**src/hw/rtl/gptmr_pkg.sv**
```systemverilog
// ----------------------------------------------------------------------------
// Timer package
// Shared item kinds, register numbers and compare mode codes for the
// general-purpose timer and its channel logic.
// ----------------------------------------------------------------------------
package gptmr_pkg;

   // Kind of an input item.
   typedef enum logic [1:0] {
      ACT_TICK  = 2'd0,
      ACT_WRITE = 2'd1,
      ACT_READ  = 2'd2,
      ACT_NONE  = 2'd3
   } action_type;

   // Compare modes of one channel.
   typedef enum logic [2:0] {
      MODE_FROZEN     = 3'd0,
      MODE_HIGH_MATCH = 3'd1,
      MODE_LOW_MATCH  = 3'd2,
      MODE_TOGGLE     = 3'd3,
      MODE_FORCE_LOW  = 3'd4,
      MODE_FORCE_HIGH = 3'd5,
      MODE_PWM        = 3'd6,
      MODE_PWM_INV    = 3'd7
   } mode_type;

   // Register numbers.
   localparam logic [3:0] REG_CTRL     = 4'd0;
   localparam logic [3:0] REG_IRQ_EN   = 4'd1;
   localparam logic [3:0] REG_STATUS   = 4'd2;
   localparam logic [3:0] REG_COUNT    = 4'd3;
   localparam logic [3:0] REG_PRESCALE = 4'd4;
   localparam logic [3:0] REG_RELOAD   = 4'd5;
   localparam logic [3:0] REG_MODE_A   = 4'd6;
   localparam logic [3:0] REG_MODE_B   = 4'd7;
   localparam logic [3:0] REG_OUT_EN   = 4'd8;
   localparam logic [3:0] REG_CMP_BASE = 4'd9;

   // Bit positions inside the control and mode registers.
   localparam int CTRL_EN_BIT  = 0;
   localparam int CTRL_OPM_BIT = 3;
   localparam int MODE_LO_POS  = 4;
   localparam int MODE_HI_POS  = 12;
   localparam int OUT_EN_STEP  = 4;

   localparam int MAX_CHANNELS = 4;
   localparam int REG_WIDTH    = 16;

endpackage

```
**src/hw/rtl/gptmr_chan.sv**
```systemverilog
// ----------------------------------------------------------------------------
// Timer output channel
// Works out the next output level of one compare channel from its mode,
// its compare value and the main counter after the current item.
// ----------------------------------------------------------------------------
module gptmr_chan #(
   parameter int COUNTER_WIDTH = 16
) (
   input  gptmr_pkg::mode_type     mode,
   input  logic                    moved,
   input  logic [COUNTER_WIDTH-1:0] count,
   input  logic [COUNTER_WIDTH-1:0] compare,
   input  logic                    level,
   output logic                    level_next
);
   import gptmr_pkg::*;

   logic below;
   logic match;

   assign below = count < compare;
   // A match only counts right after a prescaled tick moved the counter.
   assign match = moved && (count == compare);

   always_comb begin
      case (mode)
         MODE_FROZEN:     level_next = level;
         MODE_HIGH_MATCH: level_next = match ? 1'b1 : level;
         MODE_LOW_MATCH:  level_next = match ? 1'b0 : level;
         MODE_TOGGLE:     level_next = match ? ~level : level;
         MODE_FORCE_LOW:  level_next = 1'b0;
         MODE_FORCE_HIGH: level_next = 1'b1;
         MODE_PWM:        level_next = below;
         MODE_PWM_INV:    level_next = ~below;
         default:         level_next = level;
      endcase
   end

endmodule

```
**src/hw/rtl/general_purpose_timer_pwm_unit.sv**
```systemverilog
// ----------------------------------------------------------------------------
// General-purpose timer with output compare and PWM
// Up-counting timer with prescaler, reload, one-pulse mode and up to four
// compare channels, driven by a stream of tick, write and read items.
// ----------------------------------------------------------------------------
// Usage:
// Each item on the req_ channel is a timer tick, a register write, a register
// read or a no-op. Every item produces exactly one result item on the rsp_
// channel with the read data, the update flag, the interrupt line, the
// enable bit and the gated channel pins as they stand after that item.
// An accepted item is captured in the input register, is applied to the
// timer state once the result register can advance, and appears in the
// result register. One item is taken per cycle while the receiver keeps up;
// the state update for an item is a single pass through the counter,
// register and compare logic. While the receiver stalls, the result
// register holds its item and the input register can still take one more
// item; after that req_tready drops until the result is taken. Reset
// (synchronous) empties both registers and returns the timer to stopped, count
// zero, reload all ones, all channels frozen with outputs low and disabled.
// ----------------------------------------------------------------------------
module general_purpose_timer_pwm_unit #(
   parameter int COUNTER_WIDTH = 16,
   parameter int CHANNEL_COUNT = 4
) (
   input  logic        clock,
   input  logic        reset,
   input  logic        req_tvalid,
   output logic        req_tready,
   input  logic [15:0] req_tdata,  // [15:0] write_data
   input  logic [5:0]  req_tuser,  // [1:0] action, [5:2] reg_index
   output logic        rsp_tvalid,
   input  logic        rsp_tready,
   // [15:0] read_data, [16] update_flag, [17] irq, [18] running,
   // [22:19] channel_pins, [23] zero
   output logic [23:0] rsp_tdata
);
   import gptmr_pkg::*;

   localparam int CW = COUNTER_WIDTH;

   // Input register.
   logic             in_valid_ff, in_valid_in;
   action_type       in_action_ff;
   logic [3:0]       in_reg_ff;
   logic [15:0]      in_data_ff;

   // Result register.
   logic             rsp_valid_ff, rsp_valid_in;
   logic [23:0]      rsp_data_ff, rsp_data_in;

   // Timer state.
   logic [15:0]      pre_count_ff, pre_count_in;
   logic [15:0]      pre_value_ff, pre_value_in;
   logic [CW-1:0]    main_count_ff, main_count_in;
   logic [CW-1:0]    reload_ff, reload_in;
   logic             enable_ff, enable_in;
   logic             one_pulse_ff, one_pulse_in;
   logic             irq_en_ff, irq_en_in;
   logic             pending_ff, pending_in;
   mode_type         mode_ff [CHANNEL_COUNT];
   mode_type         mode_in [CHANNEL_COUNT];
   logic             chan_en_ff [CHANNEL_COUNT];
   logic             chan_en_in [CHANNEL_COUNT];
   logic [CW-1:0]    compare_ff [CHANNEL_COUNT];
   logic [CW-1:0]    compare_in [CHANNEL_COUNT];
   logic             level_ff [CHANNEL_COUNT];
   logic             level_in [CHANNEL_COUNT];

   logic             req_fire;
   logic             advance;
   logic             do_item;
   logic             moved;
   logic [15:0]      read_data;
   logic [3:0]       pins;
   logic [CW+15:0]   data_ext;
   logic [CW-1:0]    data_cnt;
   logic [CW+15:0]   count_ext;
   logic [CW+15:0]   reload_ext;
   logic [CW+15:0]   cmp_ext;
   logic             is_write;

   assign advance    = !rsp_valid_ff || rsp_tready;
   assign req_tready = !in_valid_ff || advance;
   assign req_fire   = req_tvalid && req_tready;
   assign do_item    = in_valid_ff && advance;
   assign rsp_tvalid = rsp_valid_ff;
   assign rsp_tdata  = rsp_data_ff;

   assign is_write   = (in_action_ff == ACT_WRITE);
   // Write data fitted to the counter width.
   assign data_ext   = {{CW{1'b0}}, in_data_ff};
   assign data_cnt   = data_ext[CW-1:0];
   assign count_ext  = {16'h0000, main_count_ff};
   assign reload_ext = {16'h0000, reload_ff};

   always_comb begin
      in_valid_in = in_valid_ff;
      if (req_fire) begin
         in_valid_in = 1'b1;
      end else if (advance) begin
         in_valid_in = 1'b0;
      end
      rsp_valid_in = rsp_valid_ff;
      if (do_item) begin
         rsp_valid_in = 1'b1;
      end else if (rsp_tready) begin
         rsp_valid_in = 1'b0;
      end
   end

   // Tick and register writes.
   always_comb begin
      pre_count_in  = pre_count_ff;
      pre_value_in  = pre_value_ff;
      main_count_in = main_count_ff;
      reload_in     = reload_ff;
      enable_in     = enable_ff;
      one_pulse_in  = one_pulse_ff;
      irq_en_in     = irq_en_ff;
      pending_in    = pending_ff;
      moved         = 1'b0;
      for (int n = 0; n < CHANNEL_COUNT; n++) begin
         mode_in[n]    = mode_ff[n];
         chan_en_in[n] = chan_en_ff[n];
         compare_in[n] = compare_ff[n];
      end

      if (in_action_ff == ACT_TICK && enable_ff) begin
         if (pre_count_ff < pre_value_ff) begin
            pre_count_in = pre_count_ff + 16'd1;
         end else begin
            pre_count_in = '0;
            moved        = 1'b1;
            if (main_count_ff == reload_ff) begin
               main_count_in = '0;
               pending_in    = 1'b1;
               if (one_pulse_ff) begin
                  enable_in = 1'b0;
               end
            end else begin
               main_count_in = main_count_ff + {{(CW-1){1'b0}}, 1'b1};
            end
         end
      end

      if (is_write) begin
         case (in_reg_ff)
            REG_CTRL: begin
               enable_in    = in_data_ff[CTRL_EN_BIT];
               one_pulse_in = in_data_ff[CTRL_OPM_BIT];
            end
            REG_IRQ_EN:   irq_en_in     = in_data_ff[0];
            REG_STATUS:   pending_in    = pending_ff & in_data_ff[0];
            REG_COUNT:    main_count_in = data_cnt;
            REG_PRESCALE: pre_value_in  = in_data_ff;
            REG_RELOAD:   reload_in     = data_cnt;
            default: ;
         endcase
         for (int n = 0; n < CHANNEL_COUNT; n++) begin
            if ((in_reg_ff == REG_MODE_A && n < 2) || (in_reg_ff == REG_MODE_B && n >= 2)) begin
               if ((n % 2) == 0) begin
                  mode_in[n] = mode_type'(in_data_ff[MODE_LO_POS +: 3]);
               end else begin
                  mode_in[n] = mode_type'(in_data_ff[MODE_HI_POS +: 3]);
               end
            end
            if (in_reg_ff == REG_OUT_EN) begin
               chan_en_in[n] = in_data_ff[OUT_EN_STEP * n];
            end
            if (in_reg_ff == REG_CMP_BASE + 4'(n)) begin
               compare_in[n] = data_cnt;
            end
         end
      end
   end

   // Register reads see the state before the item; a read changes nothing.
   always_comb begin
      read_data = '0;
      cmp_ext   = '0;
      if (in_action_ff == ACT_READ) begin
         case (in_reg_ff)
            REG_CTRL: begin
               read_data[CTRL_EN_BIT]  = enable_ff;
               read_data[CTRL_OPM_BIT] = one_pulse_ff;
            end
            REG_IRQ_EN:   read_data[0] = irq_en_ff;
            REG_STATUS:   read_data[0] = pending_ff;
            REG_COUNT:    read_data    = count_ext[15:0];
            REG_PRESCALE: read_data    = pre_value_ff;
            REG_RELOAD:   read_data    = reload_ext[15:0];
            default: ;
         endcase
         for (int n = 0; n < CHANNEL_COUNT; n++) begin
            if ((in_reg_ff == REG_MODE_A && n < 2) || (in_reg_ff == REG_MODE_B && n >= 2)) begin
               if ((n % 2) == 0) begin
                  read_data[MODE_LO_POS +: 3] = mode_ff[n];
               end else begin
                  read_data[MODE_HI_POS +: 3] = mode_ff[n];
               end
            end
            if (in_reg_ff == REG_OUT_EN) begin
               read_data[OUT_EN_STEP * n] = chan_en_ff[n];
            end
            if (in_reg_ff == REG_CMP_BASE + 4'(n)) begin
               cmp_ext   = {16'h0000, compare_ff[n]};
               read_data = cmp_ext[15:0];
            end
         end
      end
   end

   for (genvar g = 0; g < CHANNEL_COUNT; g++) begin : g_chan
      gptmr_chan #(
         .COUNTER_WIDTH(CW)
      ) u_chan (
         .mode       (mode_in[g]),
         .moved      (moved),
         .count      (main_count_in),
         .compare    (compare_in[g]),
         .level      (level_ff[g]),
         .level_next (level_in[g])
      );
   end

   always_comb begin
      pins = '0;
      for (int n = 0; n < CHANNEL_COUNT; n++) begin
         pins[n] = level_in[n] & chan_en_in[n];
      end
      rsp_data_in = {1'b0, pins, enable_in, pending_in & irq_en_in, pending_in, read_data};
   end

   always_ff @(posedge clock) begin
      if (reset) begin
         in_valid_ff   <= 1'b0;
         rsp_valid_ff  <= 1'b0;
         pre_count_ff  <= '0;
         pre_value_ff  <= '0;
         main_count_ff <= '0;
         reload_ff     <= '1;
         enable_ff     <= 1'b0;
         one_pulse_ff  <= 1'b0;
         irq_en_ff     <= 1'b0;
         pending_ff    <= 1'b0;
         for (int n = 0; n < CHANNEL_COUNT; n++) begin
            mode_ff[n]    <= MODE_FROZEN;
            chan_en_ff[n] <= 1'b0;
            compare_ff[n] <= '0;
            level_ff[n]   <= 1'b0;
         end
      end else begin
         in_valid_ff  <= in_valid_in;
         rsp_valid_ff <= rsp_valid_in;
         if (do_item) begin
            pre_count_ff  <= pre_count_in;
            pre_value_ff  <= pre_value_in;
            main_count_ff <= main_count_in;
            reload_ff     <= reload_in;
            enable_ff     <= enable_in;
            one_pulse_ff  <= one_pulse_in;
            irq_en_ff     <= irq_en_in;
            pending_ff    <= pending_in;
            for (int n = 0; n < CHANNEL_COUNT; n++) begin
               mode_ff[n]    <= mode_in[n];
               chan_en_ff[n] <= chan_en_in[n];
               compare_ff[n] <= compare_in[n];
               level_ff[n]   <= level_in[n];
            end
         end
      end
   end

   always_ff @(posedge clock) begin
      if (req_fire) begin
         in_action_ff <= action_type'(req_tuser[1:0]);
         in_reg_ff    <= req_tuser[5:2];
         in_data_ff   <= req_tdata;
      end
      if (do_item) begin
         rsp_data_ff <= rsp_data_in;
      end
   end

endmodule
```
**config.mk**
```make
export PLATFORM = sky130hd
export DESIGN_NAME = general_purpose_timer_pwm_unit
export DESIGN_NICKNAME = d
export VERILOG_FILES = /design/src/hw/rtl/gptmr_pkg.sv /design/src/hw/rtl/gptmr_chan.sv /design/src/hw/rtl/general_purpose_timer_pwm_unit.sv
export SDC_FILE = /design/constraint.sdc
export NUM_CORES = 1
export LEC_CHECK = 0
export ABC_AREA = 1
export BUFFER_PORTS_ARGS = -buffer_cell sky130_fd_sc_hd__clkbuf_2
export CAP_MARGIN = 10
export CORE_ASPECT_RATIO = 1.2
export CORE_MARGIN = 8
export CORE_UTILIZATION = 55
export CTS_BUF_LIST = sky130_fd_sc_hd__clkbuf_4
export DETAILED_ROUTE_END_ITERATION = 10
export PLACE_DENSITY = 0.73
export SYNTH_ARGS = -nofsm -noshare
export SYNTH_HDL_FRONTEND = slang
export SYNTH_SLANG_ARGS = --single-unit
export TNS_END_PERCENT = 1
```
**constraint.sdc**
```tcl
create_clock -name clock -period 8.3 [get_ports clock]
set_input_delay 0 -clock clock [delete_from_list [all_inputs] [get_ports clock]]
set_output_delay 0 -clock clock [all_outputs]
set_load 0.1 [all_outputs]
```
[Word-level counts from Yosys, hierarchy flattened]
Memory sizes are Yosys's and may differ from the RTL's.
Cells that the tools add are included.
Operators by class
  add/sub/neg operators: 2
  bitwise gates (word level): 30
  muxes and demuxes: 94
  order comparisons: 5
  reduce and logical (&&, ||, !) cells: 23
  eq/ne operators: 47
Operator list (count)
  16-bit two-way mux: 18
  16-bit equality test: 5
  16-bit < comparator: 5
  64-bit two-way mux: 1
  1-bit two-way mux: 52
  3-bit equality test, second input constant: 16
  3-bit two-way mux: 12
  12-bit one-hot mux with 3 select lines: 1
  16-bit by 1-bit adder with 16-bit output, second input constant: 2
  1-bit one-hot mux with 8 select lines: 4
  3-bit by 2-bit equality test with 1-bit output, second input constant: 8
  12-bit two-way mux: 2
  4-bit equality test, second input constant: 5
  4-bit by 3-bit equality test with 1-bit output, second input constant: 4
  1-bit OR: 16
  3-bit by 1-bit equality test with 1-bit output, second input constant: 4
  3-bit zero test: 4
  3-bit AND reduction: 3
  4-bit by 2-bit equality test with 1-bit output, second input constant: 2
  1-bit NOT: 8
  1-bit logical AND: 7
  1-bit AND: 6
  1-bit one-hot mux with 6 select lines: 1
  2-bit one-hot mux with 3 select lines: 1
  other kinds (11): 14
Word-level totals
  RAM bits: 84
  memories: 4
  output and inout bits: 26
  flip-flop bits (word level): 115
Memories
  compare_ff: depth 4, width 16, read ports 4, clocked after Yosys merged registers in 0, write ports 4, RTL line general_purpose_timer_pwm_unit.sv:64  | logic [CW-1:0] compare_ff [CHANNEL_COUNT];
  mode_ff: depth 4, width 3, read ports 4, clocked after Yosys merged registers in 0, write ports 4, RTL line general_purpose_timer_pwm_unit.sv:60  | mode_type mode_ff [CHANNEL_COUNT];
  chan_en_ff: depth 4, width 1, read ports 4, clocked after Yosys merged registers in 0, write ports 4, RTL line general_purpose_timer_pwm_unit.sv:62  | logic chan_en_ff [CHANNEL_COUNT];
  level_ff: depth 4, width 1, read ports 4, clocked after Yosys merged registers in 0, write ports 4, RTL line general_purpose_timer_pwm_unit.sv:66  | logic level_ff [CHANNEL_COUNT];

[Logic depth before layout (Yosys ltp)]
  depth in word-level cells: 12
  gate-level depth with buffers: 27
  depth with buffers taken out: 27

[Cells and area by module]
A second synthesis with hierarchy kept.
Second synthesis, totals
  cells, all modules: 1779
  area total of the unflattened synthesis: 13344.0 µm²
By module, submodules not included
  general_purpose_timer_pwm_unit: times used 1, area each 11089.4 µm², cells each 1398, seq. area each 5275.1 µm²
  gptmr_chan (g_chan[1].u_chan ...): times used 3, area each 554.3 µm², cells each 94, seq. area each 0.0 µm²
  gptmr_chan (g_chan[0].u_chan): times used 1, area each 591.8 µm², cells each 99, seq. area each 0.0 µm²

[Least setup slack after synthesis]
OpenSTA, ideal clock, no wires.
  kind: register -> register
  start: reg rsp_valid_ff (netlist: rsp_tvalid)
  end: mem chan_en_ff[0] (enable)
  arrival time: 3483 ps
  path slack: 4376 ps
  period minus slack after synthesis: 3924 ps
  cell stages (with the launch flop): 6
  cell sequence: dfxtp_1 nand2_1 nand2_1 inv_1 nor2_1 inv_1
RTL lines
  from (decl): RTL line general_purpose_timer_pwm_unit.sv:48  | logic rsp_valid_ff, rsp_valid_in;
  from (signal assigned): RTL line general_purpose_timer_pwm_unit.sv:254  | rsp_valid_ff <= rsp_valid_in;
  to (decl): RTL line general_purpose_timer_pwm_unit.sv:62

==> reports/qor.csv <==
metric,value,unit
Pwr Density,144,nW/µm²
post-place setup slack,3.19,ns
Hold Crit Depth,2,
maximum clock insertion buffer count,2,
Slew @ Worst Pin,1.12,ns
total power,1.92,mW
Final ANT Viol Nets,0,
register area share after synthesis,43.0,%
vias per inst,5.85,
io pins,52,
Nets,1703,
Final Max Tran Viols,0,
first-pass GRT wire length,56000,µm
Post-synth EDFFs,129,
Die ar.,27400,µm²
post-DR wirelength/cell,18.9,µm
Gate Count Post-Synth,1529,
DRC,0,
Synth Register Bits,199,
Fin. Hold Viols,0,
hold endpoint,data_cnt[9],
cell internal pwr,1.31,mW
Comb pwr share,14.1,%
Clock Latency Late Sink,0.62,ns
outcome,"complete, no violations",
Placer Congestion,0.944,
PnR worst setup slack,3.36,ns
Main synth FF type,edfxtp_1,
"critical path fanouts, max",17,
clock sinks,199,
Fmax achieved,0.202,GHz
setup violators final,0,
path type of the worst setup path,reg2reg,
startpoint class of the critical path,flip-flop,
Worst EP arrival,5.29,ns
vias in the first global route,10533,
Final Non-Filler Cells,1881,
multi-input logic area,6110,µm²
DR iter-0 viols,1170,
"wirelength, routed",35600,µm
Worst setup EP type,flip-flop,
Layout Area Growth over Synthesis,8.21,%
Initial Utilization,55.4,%
num rows,60,
synthesized area per cell,8.03,µm²
DP Wirelength,26300,µm
Clock Tree Root,clkbuf_4,
Final Util,60.0,%
"CTS clk-pin slew, worst paths",0.18,ns
Unique masters post-synth,53,
layout cells sized above 1,8.62,%
count of input and output buffers,50,
Inst Count DP,1819,
Crit path required time,8.64,ns
largest net degree at the start of global routing,90,
DIE WIDTH,152,µm
switching pwr,610,µW
hold crit path type,in2reg,
cts bufs inserted,17,
DP Area,12700,µm²
Max-Cap Viols,0,
Post-synth ARST share,0,%
Critical R2R Launch,in_reg_ff[2],
H-tree depth,4,
worst rel slew slack,25.2,%
total grt overflow,0,
Die Span Y,180,µm
R2R depth,17,
Total GRT Usage,25.7,%
skew final,0.0231,ns
post-CTS sizing,0,
final instance area,13300,µm²
Final min period,4.94,ns
Core Area,22100,µm²
RSZ-0062 raised after global routing,no,
clock network fraction of total power,26.9,%
Sw Ratio,31.8,%
period utilization,59.6,%
crit path from,in_reg_ff[2],
Post-Synthesis Cell Area,12300,µm²
sequential fraction of design power,58.9,%
RR Endpoint,level_ff[2],
via count,11004,
final hold slack,0.0766,ns
min-delay src,req_tdata[9],
Syn Nets,1644,
antenna violations before repair,1,
peak supply drop,97.5,µV
FILL cells,2002,
reg2reg setup slack,3.36,ns
Yosys warnings,0,
Initial DRT Pass Iterations,8,
CTS tree,built,
Pleak,5.83,nW
Seq. cell area,5280,µm²
Final TNS setup,0,ns
-- worst max path at each step --
stage / depth (start not counted) / to / slack (ns)
6_report: 17 / level_ff[2] / 3.36
5_1_grt: 15 / level_ff[1] / 3.02
4_1_cts: 19 / level_ff[1] / 3.16
3_5_place_dp: 20 / level_ff[1] / 3.19
3_3_place_gp: 20 / level_ff[1] / 3.35
2_1_floorplan: 5 / chan_en_ff[0] / 4.38
-- cell type report --
class                      count  area share (%)
tap                          279            2.63
timing repair buffer          88            4.59
clock inverter                15            1.04
antenna                        1          0.0188
multi-input combinational   1105            46.0
sequential                   199            39.7
clock buffer                  17           0.961
inverter                     177            5.01
-- cells in the mapped netlist (4+ instances only) --
cell,number,area share [%]
clkbuf_1,33,1.0
mux2i_1,21,1.7
nor2_4,4,0.37
a21oi_1,92,3.8
nand4_1,37,1.9
inv_2,7,0.21
edfxtp_1,129,32
dfxtp_1,70,11
nor3_1,15,0.61
o21a_1,4,0.24
or2_2,5,0.25
o2111ai_1,5,0.36
nor4_1,5,0.25
o21ai_0,108,4.4
xnor2_1,8,0.57
nand2_1,357,11
nand3_1,68,2.8
o21bai_1,10,0.61
inv_1,167,5.1
xor2_1,7,0.50
nor2_2,8,0.41
buf_4,4,0.24
buf_2,8,0.33
a211oi_1,4,0.24
a221oi_1,7,0.50
o22ai_1,9,0.46
nor2_1,171,5.2
o211ai_1,21,1.3
and2_1,8,0.41
o21ai_2,8,0.57
a31oi_1,5,0.25
ha_1,89,9.1
-- placed cells by master, fill, tap and decap left out, types with 3 or more instances in the layout --
master	n
dlygate4sd3_1	28
o211ai_1	21
nor4_1	5
xor2_1	7
o21bai_1	10
buf_4	9
nor2_1	171
o2111ai_1	5
a221oi_1	7
clkbuf_2	50
nand2_4	3
nand2_1	357
or2_2	5
inv_6	4
nor2_2	8
inv_1	166
a21oi_1	92
xnor2_1	8
a211oi_1	4
nand3_1	68
o21a_1	4
clkbuf_4	17
mux2i_1	21
o22ai_1	9
inv_2	9
ha_1	89
nand4_1	37
o21ai_0	108
edfxtp_1	129
and2_1	8
nor3_1	15
a31oi_1	5
o21ai_2	8
clkinv_1	3
inv_8	5
nand2_2	3
dfxtp_1	70
nor2_4	4
-- flip-flops by register name, indices dropped and copies added (netlist names), 2 cells and up --
signal	count
reload_ff	16
chan_en_ff	4
rsp_tdata	23
compare_ff	64
in_reg_ff	4
pre_count_ff	16
level_ff	4
mode_ff	12
data_cnt	16
in_action_ff	2
main_count_ff	16
pre_value_ff	16
-- power by group through the flow --
stage | combinational [mW] | clock [mW] | sequential [mW]
floorplan | 0.149 | 0 | 1.18
global placement | 0.253 | 0 | 1.15
detailed placement | 0.257 | 0 | 1.15
CTS | 0.269 | 0.522 | 1.13
global route | 0.296 | 0.554 | 1.13
finish | 0.271 | 0.516 | 1.13
-- metal layers --
metal,GRT usage (%),up-vias,wire length (µm)
li1,-,5314,-
met1,31.6,5079,14400
met2,43.6,502,16900
met3,4.05,109,2650
met4,12.2,0,1630
met5,0,-,0
-- critical path: stages (launching register included) --
cell and delay [ns]:
edfxtp_1 0.50, nor2_1 0.38, nand2_1 0.42, nor2_2 0.65, inv_1 0.41, or2_2 0.39, and2_1 0.23, ha_1 0.33
nand2_1 0.07, inv_1 0.06, nand3_1 0.08, nor2_1 0.27, nand3_1 0.18, ha_1 0.32, nand2_1 0.08, o211ai_2 0.08
nor2_2 0.13, a21oi_1 0.07
-- repair_timing --
| action | 4_1_cts | 5_1_grt |
|---|---|---|
| hold buffers | 28 | 0 |
| endpoints found under the hold margin | 34 | 0 |
| buffers inserted | 0 | 0 |
-- logic make-up (layout without fill, tap and decap cells) --
logic type / count (synthesis) / after routing / share of synthesized area (%)
other cells: 1 / 2 / 0.0306
fa+ha+maj: 89 / 89 / 9.07
mux: 21 / 21 / 1.71
flops: 199 / 199 / 43.0
compound gates: 284 / 284 / 13.5
buf+inv: 225 / 297 / 7.21
xor+xnor: 15 / 15 / 1.07
simple gates: 695 / 695 / 24.5
Note: power is estimated with default switching activity, not from simulation.
